<file path="config.mk">
export PLATFORM = sky130hd
export DESIGN_NAME = stal_controller
export DESIGN_NICKNAME = d
export VERILOG_FILES = /design/src/rtl/stal_pkg.sv /design/src/rtl/stal_controller.sv
export SDC_FILE = /design/constraint.sdc
export NUM_CORES = 1
export LEC_CHECK = 0
export BUFFER_PORTS_ARGS = -buffer_cell sky130_fd_sc_hd__buf_2
export CAP_MARGIN = 20
export CORE_UTILIZATION = 54
export DETAILED_ROUTE_END_ITERATION = 6
export GPL_TIMING_DRIVEN = 0
export PLACE_DENSITY = 0.75
export REMOVE_ABC_BUFFERS = 1
export SLEW_MARGIN = 20
export SYNTH_ARGS = -nofsm -noshare
export SYNTH_HDL_FRONTEND = slang
export SYNTH_SLANG_ARGS = --single-unit
</file>
<file path="constraint.sdc">
create_clock -name clk -period 2.64 [get_ports clk]
set_input_delay 0.264 -clock clk [delete_from_list [all_inputs] [get_ports clk]]
set_output_delay 0.264 -clock clk [all_outputs]
set_load 0.005 [all_outputs]
</file>
<file path="src/rtl/stal_pkg.sv">
// Shared types, commands and register indexes for the symbol table address lookup.
package stal_pkg;

  localparam int unsigned CFG_INDEX_W = 8;

  localparam logic [CFG_INDEX_W-1:0] REG_ENTRY_COUNT   = 8'd0;
  localparam logic [CFG_INDEX_W-1:0] REG_STRTAB_SIZE   = 8'd1;
  localparam logic [CFG_INDEX_W-1:0] REG_SOURCE_TYPE   = 8'd2;
  localparam logic [CFG_INDEX_W-1:0] REG_FUNCTION_TYPE = 8'd3;
  localparam logic [CFG_INDEX_W-1:0] REG_LINE_TYPE     = 8'd4;
  localparam logic [CFG_INDEX_W-1:0] REG_INCLUDED_TYPE = 8'd5;

  typedef struct packed {
    logic        action;
    logic [11:0] entry_index;
    logic [7:0]  entry_kind;
    logic [15:0] entry_description;
    logic [31:0] entry_value;
    logic [31:0] entry_string;
    logic [31:0] query_address;
  } in_word_t;

  typedef struct packed {
    logic        status;
    logic        file_name_valid;
    logic [31:0] file_name_offset;
    logic        function_name_valid;
    logic [31:0] function_name_offset;
    logic [31:0] function_start;
    logic [15:0] line_number;
  } out_word_t;

  typedef enum logic [3:0] {
    CMD_NONE,
    CMD_LOAD,
    CMD_INIT_FILE,
    CMD_MID,
    CMD_LO_UP,
    CMD_RD_PICK,
    CMD_DEC,
    CMD_CMP,
    CMD_FAIL,
    CMD_INIT_FUNC,
    CMD_RD_LEFT,
    CMD_FUNC_APPLY,
    CMD_LINE_APPLY,
    CMD_FILE_NONE,
    CMD_FILE_APPLY
  } cmd_t;

  typedef struct packed {
    logic loop_done;
    logic pick_below;
    logic kind_hit;
    logic left_zero;
    logic scan_below;
    logic scan_stop;
  } dp_status_t;

endpackage

</file>
<file path="src/rtl/stal_controller.sv">
// Controller: sequences the three typed searches and the file name scan.
module stal_controller (
  input  logic                 clk,
  input  logic                 rst_n,
  input  logic                 start,
  input  logic                 action,
  input  stal_pkg::dp_status_t status,
  output stal_pkg::cmd_t       cmd,
  output logic                 busy,
  output logic                 out_valid
);
  import stal_pkg::*;

  typedef enum logic [7:0] {
    ST_IDLE      = 8'b0000_0001,
    ST_LOOP      = 8'b0000_0010,
    ST_PICK      = 8'b0000_0100,
    ST_DATA      = 8'b0000_1000,
    ST_FN_DATA   = 8'b0001_0000,
    ST_LN_DATA   = 8'b0010_0000,
    ST_SCAN      = 8'b0100_0000,
    ST_SCAN_DATA = 8'b1000_0000
  } state_t;

  typedef enum logic [2:0] {
    PH_FILE = 3'b001,
    PH_FUNC = 3'b010,
    PH_LINE = 3'b100
  } phase_t;

  state_t state_r, state_nxt;
  phase_t phase_r, phase_nxt;
  logic   out_valid_r, out_valid_nxt;

  always_comb begin
    state_nxt     = state_r;
    phase_nxt     = phase_r;
    cmd           = CMD_NONE;
    out_valid_nxt = 1'b0;
    case (state_r)
      ST_IDLE: begin
        if (start) begin
          if (action) begin
            cmd       = CMD_INIT_FILE;
            phase_nxt = PH_FILE;
            state_nxt = ST_LOOP;
          end else begin
            cmd = CMD_LOAD;
          end
        end
      end
      ST_LOOP: begin
        if (!status.loop_done) begin
          cmd       = CMD_MID;
          state_nxt = ST_PICK;
        end else begin
          case (phase_r)
            PH_FILE: begin
              if (status.left_zero) begin
                cmd           = CMD_FAIL;
                out_valid_nxt = 1'b1;
                state_nxt     = ST_IDLE;
              end else begin
                cmd       = CMD_INIT_FUNC;
                phase_nxt = PH_FUNC;
              end
            end
            PH_FUNC: begin
              cmd       = CMD_RD_LEFT;
              state_nxt = ST_FN_DATA;
            end
            default: begin
              cmd       = CMD_RD_LEFT;
              state_nxt = ST_LN_DATA;
            end
          endcase
        end
      end
      ST_PICK: begin
        if (status.pick_below) begin
          cmd       = CMD_LO_UP;
          state_nxt = ST_LOOP;
        end else begin
          cmd       = CMD_RD_PICK;
          state_nxt = ST_DATA;
        end
      end
      ST_DATA: begin
        if (status.kind_hit) begin
          cmd       = CMD_CMP;
          state_nxt = ST_LOOP;
        end else begin
          cmd       = CMD_DEC;
          state_nxt = ST_PICK;
        end
      end
      ST_FN_DATA: begin
        cmd       = CMD_FUNC_APPLY;
        phase_nxt = PH_LINE;
        state_nxt = ST_LOOP;
      end
      ST_LN_DATA: begin
        cmd       = CMD_LINE_APPLY;
        state_nxt = ST_SCAN;
      end
      ST_SCAN: begin
        if (status.scan_below) begin
          cmd           = CMD_FILE_NONE;
          out_valid_nxt = 1'b1;
          state_nxt     = ST_IDLE;
        end else begin
          cmd       = CMD_RD_PICK;
          state_nxt = ST_SCAN_DATA;
        end
      end
      ST_SCAN_DATA: begin
        if (status.scan_stop) begin
          cmd           = CMD_FILE_APPLY;
          out_valid_nxt = 1'b1;
          state_nxt     = ST_IDLE;
        end else begin
          cmd       = CMD_DEC;
          state_nxt = ST_SCAN;
        end
      end
      default: state_nxt = ST_IDLE;
    endcase
  end

  always_ff @(posedge clk) begin
    if (!rst_n) begin
      state_r     <= ST_IDLE;
      phase_r     <= PH_FILE;
      out_valid_r <= 1'b0;
    end else begin
      state_r     <= state_nxt;
      phase_r     <= phase_nxt;
      out_valid_r <= out_valid_nxt;
    end
  end

  assign busy      = (state_r != ST_IDLE);
  assign out_valid = out_valid_r;

  a_state_onehot: assert property (@(posedge clk) disable iff (!rst_n) $onehot(state_r))
    else $error("state register lost one-hot coding");
  a_result_after_work: assert property (@(posedge clk) disable iff (!rst_n)
    out_valid |-> $past(busy))
    else $error("result strobe without a lookup in progress");
  a_result_ends_work: assert property (@(posedge clk) disable iff (!rst_n)
    out_valid |-> !busy)
    else $error("block still busy as its result is shown");
  a_lookup_starts: assert property (@(posedge clk) disable iff (!rst_n)
    (start && !busy && action) |=> busy)
    else $error("accepted lookup did not start");
  a_load_stays_idle: assert property (@(posedge clk) disable iff (!rst_n)
    (start && !busy && !action) |=> (!busy && !out_valid))
    else $error("load word caused work or a result");

endmodule
</file>
==> results.yml <==
sta:
  setup_viol: 0
  rsz0062_at_grt: "false"
  fmax_ghz: 0.396
  relSlewSlack_pct: 66.3
  setup_tns_ps: 0
  post-route-min-period_ps: 2520
  final_max_slew_viol_count: 0
  holdWs_ps: 268
  fin_crit_sh_pct: 95.6
  finalHoldViolations: 0
  final.setup_skew_ps: 1.74
  worst-slew-pin-transition_ps: 501
  setup_slack_ps: 117
clock_tree:
  h-tree-depth: 1
  cts_max_path_buffers: 2
  clock_latency_ps: 290
  hold_buffers: 0
  cts_root_buf: "clkbuf_4"
  cts_tree: "built"
  cts_buffers: 3
  cts.reportedPaths.clkPinSlew_ps: 80
  clock_sinks: 12
final_layout:
  drive_gt1_share_pct: 24.6
  fin_util_pct: 62.9
  finish.instance_area_um2: 970
  diodes: 0
  area_delta_synth_final_pct: 6.60
  final_cell_mix: "buf_2 (15), dfxtp_1 (12), nand2_1 (9), a21oi_1 (9), nor2_1 (7)"
  nNetsFinal: 133
  layout_commonest_cell: "buf_2"
critical_path:
  crit_path_top_delay_cell: "or4_4"
  cp-start-kind: "flip-flop"
  end_kind: "primary output"
  cp.arrival_ps: 2260
  reg2reg_depth: 6
  critical_path_class: "flip-flop to primary output"
  cpMostUsedCell: "or4_4"
  crit_family: "simple AND/OR/NAND/NOR gates"
  reg2reg_to: "state_r[1]"
  r2r_start: "state_r[2]"
  cp_slowest_stage_delay_ps: 560
  required_ps: 2380
  r2r_slack_ps: 570
  cp_cell_sequence: "or4_4 > or4_4 > nand2b_1 > o21ai_0 > or4_1 > buf_2"
  critical_path_buf_inv_count: 1
  crit_fanout: 10
drt:
  wl_per_cell_um: 15.5
  drt_pre_antenna_iters: 5
  drc_errors: 0
  ant_nets: 0
  drt_iter0_markers: 28
  viasPerCell: 6.27
  num_vias: 865
  wirelength_um: 2140
floorplanning:
  start_util_pct: 59.0
  dieArea_um2: 1850
  std_cell_rows: 14
  coreArea_um2: 1540
  pin_count: 16
  fp.dieH_um: 43.0
  die_x_um: 43.0
placed_design:
  place_ws_ps: 390
  placed_cell_area_um2: 922
  routabilityCongestion: 0.873
  port_buffers: 15
  dpl.hpwl_um: 1470
yosys:
  syn_area_um2: 910
  synth_seq_cells: 12
  ys_seq_area_share_pct: 26.4
  synthArstFlopShare_pct: 0
  synth_ff_type: "dfxtp_1"
  yosysWarnings: 0
  avgSynthCellArea_um2: 8.19
  netlist_instances: 111
  synth_edf_count: 0
  synth_cell_types: 39
power:
  power_density_nw_per_um2: 721
  max-vdd-ir-drop_v: 0.000557
  total_leakage_power_uw: 0.000373
global_route:
  track_usage_pct: 25.4
  grt_overflow_total: 0
  grt_pass1_vias: 759
  grt_max_degree: 13
  grt_pass1_wl_um: 3540
  antenna_found_initial: 0
worst_hold_path:
  holdPathEnd: "state_r[7]"
  hp-start: "status[1]"
  min_path_cells: 2
  hp-class: "primary input to flip-flop"
status:
  outcome: "finished clean"
flow_run:
  cap_violations: 0
[layer usage]
layer  global-route usage, %  wire length, um
met1                    34.5              987
met5                       0                0
met4                    12.1               62
met3                    6.38              108
met2                    37.3              977
[sequential cells by signal, indices dropped and copies added (netlist names)]
signal	count
state_r	8
phase_r	3
out_valid	1
[repair_timing]
action,4_1_cts,5_1_grt
buffers inserted,0,0
endpoints found under the setup margin,0,2
gates resized for setup,0,2
[power by group]
group	switching, uW	internal, uW
registers	50.6	203
logic	156	137
clock network	68.3	84.1
[per-stage QoR]
| stage | cells | power, uW |
|---|---|---|
| after global placement | 134 | 522 |
| after global routing | 138 | 738 |
| after detailed placement | 134 | 529 |
| after CTS | 138 | 679 |
| after floorplan | 103 | 449 |
| final | 138 | 699 |
[how the worst max path moves through the flow]
stage          slack [ps]  cells after the start        from      to
2_1_floorplan         600                      5  state_r[7]  cmd[1]
3_3_place_gp          400                      5  state_r[7]  cmd[1]
3_5_place_dp          390                      5  state_r[7]  cmd[1]
4_1_cts                70                      6  state_r[7]  cmd[1]
5_1_grt                 5                      7  state_r[5]  cmd[0]
6_report              120                      6  state_r[2]  cmd[1]
[Yosys cell counts, drive strengths merged, types with 4 or more instances]
cell type / n / share of area [%]
a21oi: 9 / 5.0
buf: 6 / 6.6
dfxtp: 12 / 26
nand2: 9 / 3.7
nor2: 7 / 2.9
nor2b: 6 / 4.1
nor3: 4 / 2.8
nor3b: 4 / 3.3
nor4: 4 / 2.8
o211ai: 5 / 5.2
o21ai: 5 / 2.8
[final cells by class]
class / instances / area, um^2
multi-input combinational: 90 / 594
timing repair buffer: 15 / 75.1
fill: 144 / 572
inverter: 1 / 3.75
sequential: 12 / 240
clock buffer: 4 / 36.3
tap: 16 / 20.0
[logic make-up after synthesis]
logic type	Yosys count	share of synthesized area (%)
flip-flops	12	26.4
AND/OR/NAND/NOR	56	38.8
buffers and inverters	9	9.49
XOR/XNOR	4	3.85
AO/OA/AOI/OAI	30	21.5
No activity file was read; power rests on OpenSTA's default activity.
